`src/hdl/see_ram.sv`:
```
// generic single-port synchronous ram with registered read
// no dependencies
`default_nettype none
module see_ram #(
    parameter int WIDTH = 8,
    parameter int DEPTH = 16
) (
    input  wire logic                 clk,
    input  wire logic                 we,
    input  wire logic [((DEPTH > 1) ? $clog2(DEPTH) : 1)-1:0] addr,
    input  wire logic [WIDTH-1:0]     wdata,
    output logic      [WIDTH-1:0]     rdata
);
    logic [WIDTH-1:0] mem [DEPTH];

    always_ff @(posedge clk)
    begin
        if (we)
        begin
            mem[addr] <= wdata;
        end
        rdata <= mem[addr];
    end
endmodule
`default_nettype wire

```
`config.mk`:
```
export PLATFORM = sky130hd
export DESIGN_NAME = see_ram
export DESIGN_NICKNAME = d
export VERILOG_FILES = /design/src/hdl/see_ram.sv
export SDC_FILE = /design/constraint.sdc
export NUM_CORES = 1
export LEC_CHECK = 0
export BUFFER_PORTS_ARGS = -buffer_cell sky130_fd_sc_hd__buf_2
export CAP_MARGIN = 20
export CORE_UTILIZATION = 59
export CTS_BUF_LIST = sky130_fd_sc_hd__clkbuf_4 sky130_fd_sc_hd__clkbuf_8
export DETAILED_ROUTE_END_ITERATION = 8
export MAX_ROUTING_LAYER = met4
export PLACE_DENSITY = 0.78
export SLEW_MARGIN = 0
export SYNTH_ARGS = -nofsm -noshare
export SYNTH_HDL_FRONTEND = slang
export SYNTH_SLANG_ARGS = --single-unit
```
`constraint.sdc`:
```
create_clock -name clk -period 4.3 [get_ports clk]
set_input_delay 1.075 -clock clk [delete_from_list [all_inputs] [get_ports clk]]
set_output_delay 1.075 -clock clk [all_outputs]
set_load 0.03 [all_outputs]
```
==> impl_metrics.sql, run 1 <==
INSERT INTO impl_metrics (metric_group, metric, value, unit) VALUES
('status', 'outcome', 'complete, no violations', ''),
('clock_tree', 'clock_insertion_delay_worst_skew', '0.43', 'ns'),
('drt', 'num_vias', '2367', ''),
('clock_tree', 'total_cts_buffers', '17', ''),
('timing', 'finalHoldViolCount', '0', ''),
('synthesis', 'synth_area_leaders', 'sky130_fd_sc_hd__edfxtp_1 (76%), sky130_fd_sc_hd__mux4_2 (14%), sky130_fd_sc_hd__dfxtp_1 (3.2%), sky130_fd_sc_hd__a22oi_1 (2.4%), sky130_fd_sc_hd__nor2_1 (0.96%)', ''),
('pwr', 'pwr_density_cell', '478', 'nW/um^2'),
('final_layout', 'area.sequential', '4000', 'sq um'),
('clock_tree', 'clk_path_buf_depth', '2', ''),
('min_path', 'min_path_type', 'reg -> reg', ''),
('synthesis', 'synthCells', '230', ''),
('timing', 'fin_crit_sh', '0.621', ''),
('drt', 'vias_per_cell', '6.20', ''),
('critical_path', 'end_kind', 'flop', ''),
('clock_tree', 'clock_sinks', '136', ''),
('die', 'floorplan.io_pins', '22', ''),
('synthesis', 'yosys.area.top_type', 'sky130_fd_sc_hd__edfxtp_1', ''),
('pwr', 'ir_drop', '236', 'uV'),
('drt', 'drt-initial-drc-count', '260', ''),
('timing', 'timing_worst_slew_pin_value', '0.898', 'ns'),
('clock_tree', 'tritoncts', 'yes', ''),
('critical_path', 'crit_arrival', '2.73', 'ns'),
('timing', 'finalSetupViolations', '0', ''),
('placement', 'place_congestion', '0.795', ''),
('critical_path', 'worstReg2RegEnd', 'rdata[3]', ''),
('clock_tree', 'post_cts_buffers', '0', ''),
('synthesis', 'mappedNetlistNets', '244', ''),
('synthesis', 'postSynthRegisterBits', '136', ''),
('global_routing', 'largest_net_degree_at_the_start_of_global_routing', '40', ''),
('critical_path', 'startpoint_type', 'input port', ''),
('global_routing', 'grt_pass1_vias', '2295', ''),
('synthesis', 'netlist_area', '5070', 'sq um'),
('die', 'standard_cell_core_area', '8260', 'sq um'),
('timing', 'totalNegativeSetupSlack', '0', 'ns'),
('synthesis', 'yosysWarnings', '0', ''),
('final_layout', 'multiInputGateArea', '1000', 'sq um'),
('drt', 'routedWlPerCell', '24.0', 'um'),
('final_layout', 'design_area', '5710', 'sq um'),
('timing', 'fin_worst_skew', '0.00872', 'ns'),
('global_routing', 'groute.usage.overall', '0.232', ''),
('clock_tree', 'ctsHoldBuffers', '0', ''),
('synthesis', 'syn-mean-instance-area', '22.0', 'sq um'),
('placement', 'buffer_ports.inserted', '21', ''),
('drt', 'detail_route.first_pass.iterations', '5', ''),
('critical_path', 'r2r_setup_slack', '2.90', 'ns'),
('placement', 'place_area', '5280', 'sq um'),
('critical_path', 'reg2regPathDepth', '3', ''),
('final_layout', 'n_antenna_cell', '0', ''),
('critical_path', 'critPathKind', 'in -> reg', ''),
('die', 'starting_density', '0.614', ''),
('clock_tree', 'cts_max_level', '4', ''),
('synthesis', 'synth.distinct_cells', '18', ''),
('clock_tree', 'clk_pin_slew_worst_paths', '0.08', 'ns'),
('die', 'die_area', '8960', 'sq um'),
('global_routing', 'globalRoute.totalOverflow', '0', ''),
('critical_path', 'worstReg2RegStart', 'mem[1][3]', ''),
('critical_path', 'path_max_fanout', '39', ''),
('run', 'cap_violations', '0', ''),
('timing', 'finalMaxSlewViolations', '0', ''),
('final_layout', 'final_net_count', '278', ''),
('min_path', 'min_delay_worst_endpoint', 'rdata[5]', ''),
('synthesis', 'synth.yosys.seq_area_share', '0.790', ''),
('die', 'row_count', '33', ''),
('global_routing', 'wire_length_of_the_first_global_routing_pass', '13.5', 'mm'),
('critical_path', 'worst-endpoint-required', '4.36', 'ns'),
('min_path', 'holdCritStartpoint', 'mem[15][5]', ''),
('timing', 'timing.fmax', '0.375', 'GHz'),
('placement', 'dp_hpwl', '5.82', 'mm'),
('drt', 'wl', '9.17', 'mm'),
('final_layout', 'fillCellCount', '496', ''),
('drt', 'ant_nets', '0', ''),
('drt', 'drc_errors', '0', ''),
('synthesis', 'synth_top_area_frac', '0.759', ''),
('final_layout', 'drive_gt1_frac', '0.329', ''),
('timing', 'post-route-min-period', '2.67', 'ns'),
('clock_tree', 'cts_root_buffer', 'sky130_fd_sc_hd__clkbuf_8', ''),
('die', 'width_of_the_chip', '94.7', 'um'),
('pwr', 'cellLeakagePower', '1.85', 'nW'),
('timing', 'grt_setup_unrepaired', 'false', ''),
('clock_tree', 'cts.repair.resized', '0', ''),
('final_layout', 'areaGrowthSynthToFinish', '12.6', '%'),
('die', 'die-height', '94.7', 'um'),
('global_routing', 'antenna_found_initial', '0', ''),
('min_path', 'worstHoldPathCells', '3', ''),
('timing', 'relSlewSlack', '0.401', '');
critical path: stages:
cell                       delay [ns]
sky130_fd_sc_hd__buf_2           0.67
sky130_fd_sc_hd__nand2b_1        0.26
sky130_fd_sc_hd__nor2_1          0.70
synth_stat cells:
cell type and instances:
sky130_fd_sc_hd__edfxtp_1 128, sky130_fd_sc_hd__mux4_2 32, sky130_fd_sc_hd__a22oi_1 16, sky130_fd_sc_hd__nor2_1 13, sky130_fd_sc_hd__nand2_1 9, sky130_fd_sc_hd__dfxtp_1 8, sky130_fd_sc_hd__buf_1 4, sky130_fd_sc_hd__nor3_1 4
sky130_fd_sc_hd__buf_2 2, sky130_fd_sc_hd__buf_6 2, sky130_fd_sc_hd__clkbuf_1 2, sky130_fd_sc_hd__nand2b_1 2, sky130_fd_sc_hd__nand3b_1 2, sky130_fd_sc_hd__nor2b_1 2, sky130_fd_sc_hd__and2_1 1, sky130_fd_sc_hd__clkbuf_2 1
sky130_fd_sc_hd__nand3_1 1, sky130_fd_sc_hd__or3b_2 1
through the flow:
stage / setup WS [ns] / total power [W] / hold WS [ns] / util / cells
3_3_place_gp: 1.16 / 0.00166 / 0.662 / 0.640 / 350
5_1_grt: 1.45 / 0.00280 / 0.700 / 0.691 / 382
3_5_place_dp: 1.14 / 0.00167 / 0.672 / 0.640 / 350
6_report: 1.63 / 0.00273 / 0.678 / 0.691 / 382
4_1_cts: 1.61 / 0.00274 / 0.680 / 0.691 / 382
2_1_floorplan: 1.73 / 0.00161 / 0.635 / - / 230
layer usage:
metal | part of all wire | wire length (um) | track usage
met1 | 0.43 | 3980 | 0.317
met2 | 0.48 | 4370 | 0.332
met3 | 0.060 | 550 | 0.0531
met4 | 0.029 | 267 | 0.117
met5 | 0 | 0 | -
cell type report:
class / instances / area share
clock buffer: 19 / 0.0447
tap: 105 / 0.0230
multi-input combinational: 83 / 0.176
timing repair buffer: 26 / 0.0250
sequential: 136 / 0.702
clock inverter: 13 / 0.0296
where the power goes:
part | switching (W) | internal [W] | total (W)
registers | 0.00000916 | 0.00148 | 0.00149
clock network | 0.000486 | 0.000601 | 0.00109
logic | 0.0000956 | 0.0000544 | 0.000150
total | 0.000590 | 0.00214 | 0.00273
layout by cell type, fill, tap and decap left out, types with 2 or more instances in the layout:
master and instances:
sky130_fd_sc_hd__nand2_1 9, sky130_fd_sc_hd__buf_2 21, sky130_fd_sc_hd__mux4_2 32, sky130_fd_sc_hd__edfxtp_1 128, sky130_fd_sc_hd__nor3_1 4, sky130_fd_sc_hd__buf_4 5, sky130_fd_sc_hd__dfxtp_1 8, sky130_fd_sc_hd__clkinv_4 2
sky130_fd_sc_hd__nand2b_1 2, sky130_fd_sc_hd__a22oi_1 16, sky130_fd_sc_hd__nor2b_1 2, sky130_fd_sc_hd__clkbuf_8 18, sky130_fd_sc_hd__clkinvlp_4 4, sky130_fd_sc_hd__nor2_1 13, sky130_fd_sc_hd__nand3b_1 2, sky130_fd_sc_hd__inv_6 3
sky130_fd_sc_hd__bufinv_16 3
cell families after synthesis:
family / count (synthesis) / share of synthesized area
buffers and inverters: 11 / 0.0119
muxes: 32 / 0.142
AOI/OAI and AO/OA: 16 / 0.0237
DFF: 136 / 0.790
and+or+nand+nor: 35 / 0.0321
how the worst max path moves through the flow:
stage	start	to	slack, ns	depth (start not counted)
2_1_floorplan	addr[2]	mem[0][0]	1.73	2
3_3_place_gp	addr[0]	mem[11][3]	1.16	3
4_1_cts	addr[0]	rdata[3]	1.61	5
3_5_place_dp	addr[0]	rdata[3]	1.14	5
6_report	addr[1]	mem[10][1]	1.63	3
5_1_grt	addr[0]	mem[13][0]	1.45	3
registers in the layout, indices dropped and copies added, names as in the netlist:
signal and count:
rdata 8, mem 128
Note: power is estimated with default switching activity, not from simulation.
==> run 2, diff against run 1 <==
Settings changed: ABC_AREA set to 1, CORE_UTILIZATION 59 to 57.
Clock period 4.3 ns to 2.4 ns, I/O delays scaled along.
==> impl_metrics.sql, run 2 <==
INSERT INTO impl_metrics (metric_group, metric, value, unit) VALUES
('global_routing', 'grt_pass1_vias', '3722', ''),
('critical_path', 'startpoint_type', 'flop', ''),
('placement', 'buffer_ports.inserted', '21', ''),
('synthesis', 'synth.distinct_cells', '11', ''),
('critical_path', 'worstReg2RegEnd', 'rdata[6]', ''),
('critical_path', 'crit_slowest_cell', 'sky130_fd_sc_hd__dfxtp_1', ''),
('timing', 'fin_crit_sh', '0.656', ''),
('timing', 'finalMaxSlewViolations', '0', ''),
('die', 'die_area', '10200', 'sq um'),
('drt', 'vias_per_cell', '5.20', ''),
('critical_path', 'path_max_fanout', '1', ''),
('synthesis', 'mappedNetlistNets', '562', ''),
('synthesis', 'synth_area_leaders', 'sky130_fd_sc_hd__edfxtp_1 (69%), sky130_fd_sc_hd__nand2_1 (23%), sky130_fd_sc_hd__dfxtp_1 (2.9%), sky130_fd_sc_hd__inv_1 (1.4%), sky130_fd_sc_hd__nor2_1 (1.2%)', ''),
('clock_tree', 'clk_path_buf_depth', '2', ''),
('clock_tree', 'clock_insertion_delay_worst_skew', '0.43', 'ns'),
('critical_path', 'critical-path-max-stage-delay', '0.34', 'ns'),
('min_path', 'worstHoldPathCells', '1', ''),
('clock_tree', 'tritoncts', 'yes', ''),
('clock_tree', 'clock_sinks', '136', ''),
('clock_tree', 'post_cts_buffers', '0', ''),
('final_layout', 'multiInputGateArea', '1390', 'sq um'),
('drt', 'num_vias', '3817', ''),
('critical_path', 'timing.critical_path.cells', 'buf_2', ''),
('synthesis', 'ys_async_sr_fraction', '0', ''),
('final_layout', 'final_common_cell', 'sky130_fd_sc_hd__nand2_1', ''),
('drt', 'wl', '11.8', 'mm'),
('die', 'standard_cell_core_area', '9370', 'sq um'),
('synthesis', 'synthSimpleGateAreaFrac', '0.248', ''),
('die', 'width_of_the_chip', '101', 'um'),
('final_layout', 'largest_register_ffs', '128', ''),
('synthesis', 'postSynthRegisterBits', '136', ''),
('synthesis', 'yosysWarnings', '0', ''),
('drt', 'ant_nets', '0', ''),
('synthesis', 'synth_edf_count', '128', ''),
('placement', 'dp_hpwl', '7.30', 'mm'),
('final_layout', 'area.sequential', '4000', 'sq um'),
('die', 'die-height', '101', 'um'),
('final_layout', 'fillCellCount', '721', ''),
('global_routing', 'antenna_found_initial', '0', ''),
('pwr', 'ir_drop', '570', 'uV'),
('timing', 'timing.fmax', '0.635', 'GHz'),
('synthesis', 'compound_cell_area_share_of_the_yosys_netlist', '0', ''),
('timing', 'post-route-min-period', '1.57', 'ns'),
('die', 'floorplan.io_pins', '22', ''),
('synthesis', 'synthMuxAreaShare', '0', ''),
('critical_path', 'end_kind', 'primary output', ''),
('pwr', 'combinational_fraction_of_design_power', '0.069', ''),
('final_layout', 'largest_registers', 'mem x128, rdata x8', ''),
('synthesis', 'synthCells', '548', ''),
('drt', 'routedWlPerCell', '16.1', 'um'),
('final_layout', 'n_antenna_cell', '0', ''),
('timing', 'timing_worst_slew_pin_value', '0.647', 'ns'),
('global_routing', 'groute.usage.overall', '0.267', ''),
('final_layout', 'final_net_count', '607', ''),
('global_routing', 'largest_net_degree_at_the_start_of_global_routing', '33', ''),
('pwr', 'seq_power_share', '0.533', ''),
('drt', 'drc_errors', '0', ''),
('global_routing', 'wire_length_of_the_first_global_routing_pass', '18.9', 'mm'),
('pwr', 'cellLeakagePower', '2.76', 'nW'),
('critical_path', 'cp.buffers_inverters', '1', ''),
('drt', 'drt-initial-drc-count', '402', ''),
('critical_path', 'critPathKind', 'reg -> out', ''),
('timing', 'final.hold.worst_slack', '0.585', 'ns'),
('min_path', 'min_delay_worst_endpoint', 'mem[6][5]', ''),
('status', 'outcome', 'complete, no violations', ''),
('timing', 'fin_worst_skew', '0.00892', 'ns'),
('synthesis', 'syn-mean-instance-area', '10.2', 'sq um'),
('pwr', 'netSwitchingPower', '0.00113', 'W'),
('synthesis', 'synth.yosys.seq_area_share', '0.716', ''),
('pwr', 'pwr_density_cell', '788', 'nW/um^2'),
('pwr', 'swShare', '0.226', ''),
('final_layout', 'mostFrequentLayoutCells', 'sky130_fd_sc_hd__nand2_1 (346), sky130_fd_sc_hd__edfxtp_1 (128), sky130_fd_sc_hd__buf_4 (26)', ''),
('synthesis', 'netlist_area', '5590', 'sq um'),
('critical_path', 'crit_arrival', '0.97', 'ns'),
('final_layout', 'drive_gt1_frac', '0.126', ''),
('synthesis', 'combinational_family_with_the_most_area_after_synthesis', 'simple AND/OR/NAND/NOR gates', ''),
('clock_tree', 'ctsHoldBuffers', '0', ''),
('pwr', 'internal_power', '0.00388', 'W'),
('synthesis', 'synth_top_area_frac', '0.687', ''),
('placement', 'place_congestion', '0.927', ''),
('final_layout', 'areaGrowthSynthToFinish', '13.7', '%'),
('critical_path', 'r2r_setup_slack', '1.33', 'ns'),
('critical_path', 'worst-endpoint-required', '1.80', 'ns'),
('critical_path', 'worstReg2RegStart', 'mem[12][6]', ''),
('die', 'row_count', '35', ''),
('clock_tree', 'cts_root_buffer', 'sky130_fd_sc_hd__clkbuf_8', ''),
('synthesis', 'yosys.area.top_type', 'sky130_fd_sc_hd__edfxtp_1', ''),
('synthesis', 'ys_dominant_reg_cell', 'sky130_fd_sc_hd__edfxtp_1', ''),
('min_path', 'holdCritStartpoint', 'wdata[5]', ''),
('die', 'starting_density', '0.597', ''),
('run', 'cap_violations', '0', ''),
('final_layout', 'top_register', 'mem', ''),
('synthesis', 'synth.cells.most_frequent', 'sky130_fd_sc_hd__nand2_1 (346), sky130_fd_sc_hd__edfxtp_1 (128), sky130_fd_sc_hd__inv_1 (21), sky130_fd_sc_hd__nor2_1 (18), sky130_fd_sc_hd__buf_2 (12)', ''),
('final_layout', 'finalCoreUtilization', '0.679', ''),
('synthesis', 'synth-adder-area-share', '0', ''),
('pwr', 'clock_power_share', '0.398', ''),
('critical_path', 'critPathTopFamily', 'flip-flops', ''),
('global_routing', 'globalRoute.totalOverflow', '0', ''),
('timing', 'relSlewSlack', '0.567', ''),
('clock_tree', 'total_cts_buffers', '17', ''),
('min_path', 'min_path_type', 'in -> reg', ''),
('timing', 'finalHoldViolCount', '0', ''),
('timing', 'totalNegativeSetupSlack', '0', 'ns'),
('critical_path', 'reg2regPathDepth', '8', ''),
('synthesis', 'synth_xor_area_frac', '0', ''),
('clock_tree', 'clk_pin_slew_worst_paths', '0.07', 'ns'),
('clock_tree', 'cts.repair.resized', '0', ''),
('timing', 'grt_setup_unrepaired', 'false', ''),
('synthesis', 'yosysMostFrequentCell', 'sky130_fd_sc_hd__nand2_1', ''),
('timing', 'finalSetupViolations', '0', ''),
('clock_tree', 'cts_max_level', '4', ''),
('drt', 'detail_route.first_pass.iterations', '6', '');
[run 2: cell types whose count changed after synthesis, moves of 3 or more]
| cell | change |
|---|---|
| sky130_fd_sc_hd__buf_4 | +6 |
| sky130_fd_sc_hd__buf_2 | +10 |
| sky130_fd_sc_hd__nor3_1 | -4 |
| sky130_fd_sc_hd__inv_1 | +21 |
| sky130_fd_sc_hd__nand3_1 | +3 |
| sky130_fd_sc_hd__buf_1 | -4 |
| sky130_fd_sc_hd__nor2_1 | +5 |
| sky130_fd_sc_hd__mux4_2 | -32 |
| sky130_fd_sc_hd__nand2_1 | +337 |
| sky130_fd_sc_hd__a22oi_1 | -16 |
[run 2: final cells by class]
type	instances	share of cell area
Multi-Input combinational cell	368	0.218
Clock inverter	13	0.0283
Tap cell	129	0.0254
Inverter	23	0.0136
Clock buffer	18	0.0380
Timing Repair Buffer	47	0.0472
Sequential cell	136	0.630
[run 2: kinds of logic (layout without fill, tap and decap cells)]
family,after synthesis,in the layout
flops,136,136
simple gates,368,368
buf+inv,44,101
[run 2: power by group through the flow]
stage / sequential [W] / combinational, W / clock, W
final: 0.00267 / 0.000348 / 0.00199
after global routing: 0.00267 / 0.000390 / 0.00209
after CTS: 0.00267 / 0.000349 / 0.00199
after detailed placement: 0.00272 / 0.000344 / 0
after global placement: 0.00272 / 0.000338 / 0
after floorplan: 0.00275 / 0.000183 / 0
[run 2: how the worst max path moves through the flow]
stage	from	end	slack (ns)	depth (start not counted)
2_1_floorplan	addr[1]	mem[3][0]	0.42	4
3_3_place_gp	addr[0]	mem[11][2]	0.56	5
3_5_place_dp	addr[0]	mem[7][1]	0.52	5
4_1_cts	rdata[0]	rdata[0]	0.80	1
5_1_grt	rdata[4]	rdata[4]	0.80	1
6_report	rdata[0]	rdata[0]	0.83	1
[run 2: metrics by stage]
step           total power [W]  instance area (sq um)  worst slack [ns]  instances
5_1_grt                0.00515                   6360             0.797        734
3_5_place_dp           0.00307                   5940             0.522        703
6_report               0.00501                   6360             0.826        734
2_1_floorplan          0.00293                   5590             0.423        548
3_3_place_gp           0.00306                   5940             0.556        703
4_1_cts                0.00501                   6360             0.802        734
[run 2: metal layers]
| layer | global-route usage | routed length (um) | vias up |
|---|---|---|---|
| met4 | 0.120 | 312 | 0 |
| met2 | 0.415 | 5870 | 168 |
| li1 | - | - | 1837 |
| met5 | - | 0 | - |
| met1 | 0.335 | 4710 | 1783 |
| met3 | 0.0638 | 934 | 29 |
==> run 3, diff against run 2 <==
Settings changed: ABC_AREA 1 to 0, PLACE_DENSITY 0.78 to 0.79.
Clock period 2.4 ns to 1.43 ns, I/O delays scaled along.
==> impl_metrics.sql, run 3 (synthesis results as in run 1) <==
INSERT INTO impl_metrics (metric_group, metric, value, unit) VALUES
('status', 'outcome', 'complete, no violations', ''),
('clock_tree', 'tritoncts', 'yes', ''),
('final_layout', 'mostFrequentLayoutCells', 'sky130_fd_sc_hd__edfxtp_1 (128), sky130_fd_sc_hd__mux4_2 (32), sky130_fd_sc_hd__buf_2 (21)', ''),
('pwr', 'total_power', '0.00814', 'W'),
('die', 'die-height', '96.3', 'um'),
('clock_tree', 'post_cts_buffers', '0', ''),
('final_layout', 'areaGrowthSynthToFinish', '22.5', '%'),
('timing', 'timing_worst_slew_pin_value', '0.693', 'ns'),
('critical_path', 'end_kind', 'flop', ''),
('timing', 'fin_crit_sh', '0.977', ''),
('critical_path', 'crit_arrival', '1.69', 'ns'),
('pwr', 'cellLeakagePower', '2.04', 'nW'),
('die', 'floorplan.io_pins', '22', ''),
('drt', 'wl', '9.29', 'mm'),
('timing', 'relSlewSlack', '0.537', ''),
('final_layout', 'largest_register_ffs', '128', ''),
('timing', 'grt_setup_unrepaired', 'false', ''),
('clock_tree', 'clk_path_buf_depth', '2', ''),
('placement', 'buffer_ports.inserted', '21', ''),
('die', 'standard_cell_core_area', '8680', 'sq um'),
('clock_tree', 'total_cts_buffers', '17', ''),
('critical_path', 'startpoint_type', 'flop', ''),
('drt', 'ant_nets', '0', ''),
('clock_tree', 'cts_root_buffer', 'sky130_fd_sc_hd__clkbuf_8', ''),
('drt', 'routedWlPerCell', '22.5', 'um'),
('timing', 'finalHoldViolCount', '0', ''),
('drt', 'drc_errors', '0', ''),
('timing', 'fin_worst_skew', '0.00731', 'ns'),
('timing', 'timing.fmax', '0.715', 'GHz'),
('critical_path', 'path_max_fanout', '1', ''),
('run', 'cap_violations', '0', ''),
('timing', 'finalMaxSlewViolations', '0', ''),
('final_layout', 'final_common_cell', 'sky130_fd_sc_hd__edfxtp_1', ''),
('final_layout', 'n_antenna_cell', '0', ''),
('global_routing', 'wire_length_of_the_first_global_routing_pass', '13.8', 'mm'),
('final_layout', 'top_register', 'mem', ''),
('timing', 'finalSetupViolations', '0', ''),
('critical_path', 'critPathKind', 'reg -> reg', ''),
('drt', 'drt-initial-drc-count', '149', ''),
('clock_tree', 'cts_max_level', '4', ''),
('final_layout', 'final_net_count', '306', ''),
('critical_path', 'worst-endpoint-required', '1.73', 'ns'),
('final_layout', 'largest_registers', 'mem x128, rdata x8', ''),
('placement', 'dp_hpwl', '6.22', 'mm'),
('final_layout', 'drive_gt1_frac', '0.443', ''),
('global_routing', 'antenna_found_initial', '0', ''),
('drt', 'num_vias', '2449', ''),
('clock_tree', 'clock_insertion_delay_worst_skew', '0.42', 'ns'),
('pwr', 'ir_drop', '590', 'uV'),
('clock_tree', 'ctsHoldBuffers', '0', ''),
('drt', 'detail_route.first_pass.iterations', '5', ''),
('global_routing', 'largest_net_degree_at_the_start_of_global_routing', '19', ''),
('placement', 'place_congestion', '0.767', ''),
('min_path', 'min_path_type', 'in -> reg', ''),
('clock_tree', 'clk_pin_slew_worst_paths', '0.08', 'ns'),
('timing', 'final.hold.worst_slack', '0.318', 'ns'),
('final_layout', 'fillCellCount', '500', ''),
('die', 'row_count', '34', ''),
('global_routing', 'groute.usage.overall', '0.229', ''),
('pwr', 'pwr_density_cell', '1310', 'nW/um^2'),
('drt', 'vias_per_cell', '5.93', ''),
('placement', 'preCtsSetupSlack', '-0.281', 'ns'),
('clock_tree', 'clock_sinks', '136', ''),
('die', 'width_of_the_chip', '96.3', 'um'),
('clock_tree', 'cts.repair.resized', '0', ''),
('global_routing', 'globalRoute.totalOverflow', '0', ''),
('global_routing', 'grt_pass1_vias', '2489', ''),
('die', 'starting_density', '0.584', ''),
('die', 'die_area', '9270', 'sq um'),
('timing', 'layout_setup_ws', '0.0322', 'ns'),
('timing', 'post-route-min-period', '1.40', 'ns');
## run 3: cell types whose count changed in the layout (fill, tap and decap cells not counted), moves of 2 or more
cell | before | now
sky130_fd_sc_hd__nand3_1 | 4 | 1
sky130_fd_sc_hd__nor2b_1 | 0 | 2
sky130_fd_sc_hd__buf_12 | 0 | 14
sky130_fd_sc_hd__buf_4 | 26 | 19
sky130_fd_sc_hd__a22oi_1 | 0 | 16
sky130_fd_sc_hd__mux4_2 | 0 | 32
sky130_fd_sc_hd__nor2_1 | 18 | 1
sky130_fd_sc_hd__nor3_2 | 0 | 3
sky130_fd_sc_hd__nor2_4 | 0 | 12
sky130_fd_sc_hd__nand3b_1 | 0 | 2
sky130_fd_sc_hd__inv_1 | 21 | 0
sky130_fd_sc_hd__nand2_1 | 346 | 8
## run 3: final timing paths
| check | end | slack [ns] | cells after the start | from |
|---|---|---|---|---|
| worst max register to register | rdata[1] | 0.03 | 3 | mem[0][1] |
| worst max-delay path | rdata[1] | 0.03 | 3 | mem[0][1] |
| worst min register to register | rdata[3] | 0.69 | 3 | mem[14][3] |
| worst min-delay path | mem[12][7] | 0.32 | 1 | wdata[7] |
## run 3: cell type report
class / count / area, sq um / share of cell area
Sequential cell: 136 / 4000 / 0.645
Multi-Input combinational cell: 83 / 1130 / 0.183
Timing Repair Buffer: 54 / 528 / 0.0851
Clock buffer: 19 / 249 / 0.0401
Clock inverter: 13 / 155 / 0.0250
Tap cell: 108 / 135 / 0.0218
## run 3: routing by layer
layer	GRT usage	vias to the layer above	share of wire
met4	0.103	0	0.022
met5	-	-	0
met1	0.307	1259	0.41
li1	-	1085	-
met2	0.347	86	0.50
met3	0.0434	19	0.066
## run 3: stage by stage
| stage | std cells | TNS, ns | area (sq um) | util |
|---|---|---|---|---|
| finish | 413 | 0 | 6210 | 0.715 |
| global route | 413 | 0 | 6210 | 0.715 |
| CTS | 413 | 0 | 6210 | 0.715 |
| detailed placement | 381 | -22.79 | 5800 | 0.669 |
| global placement | 381 | -20.36 | 5800 | 0.669 |
| floorplan | 230 | -1.91 | 5230 | - |
## run 3: power by group
part           internal [W]  switching [W]  leakage, nW
Combinational      0.000228       0.000312        0.623
Sequential          0.00445      0.0000282         1.22
Clock               0.00175        0.00138        0.195
Total               0.00643        0.00172         2.04
## run 3: worst max-delay path, stage by stage (launching register included)
cell and delay [ns]:
sky130_fd_sc_hd__edfxtp_1 0.38, sky130_fd_sc_hd__mux4_2 0.46, sky130_fd_sc_hd__a22oi_1 0.31, sky130_fd_sc_hd__nand2_1 0.12
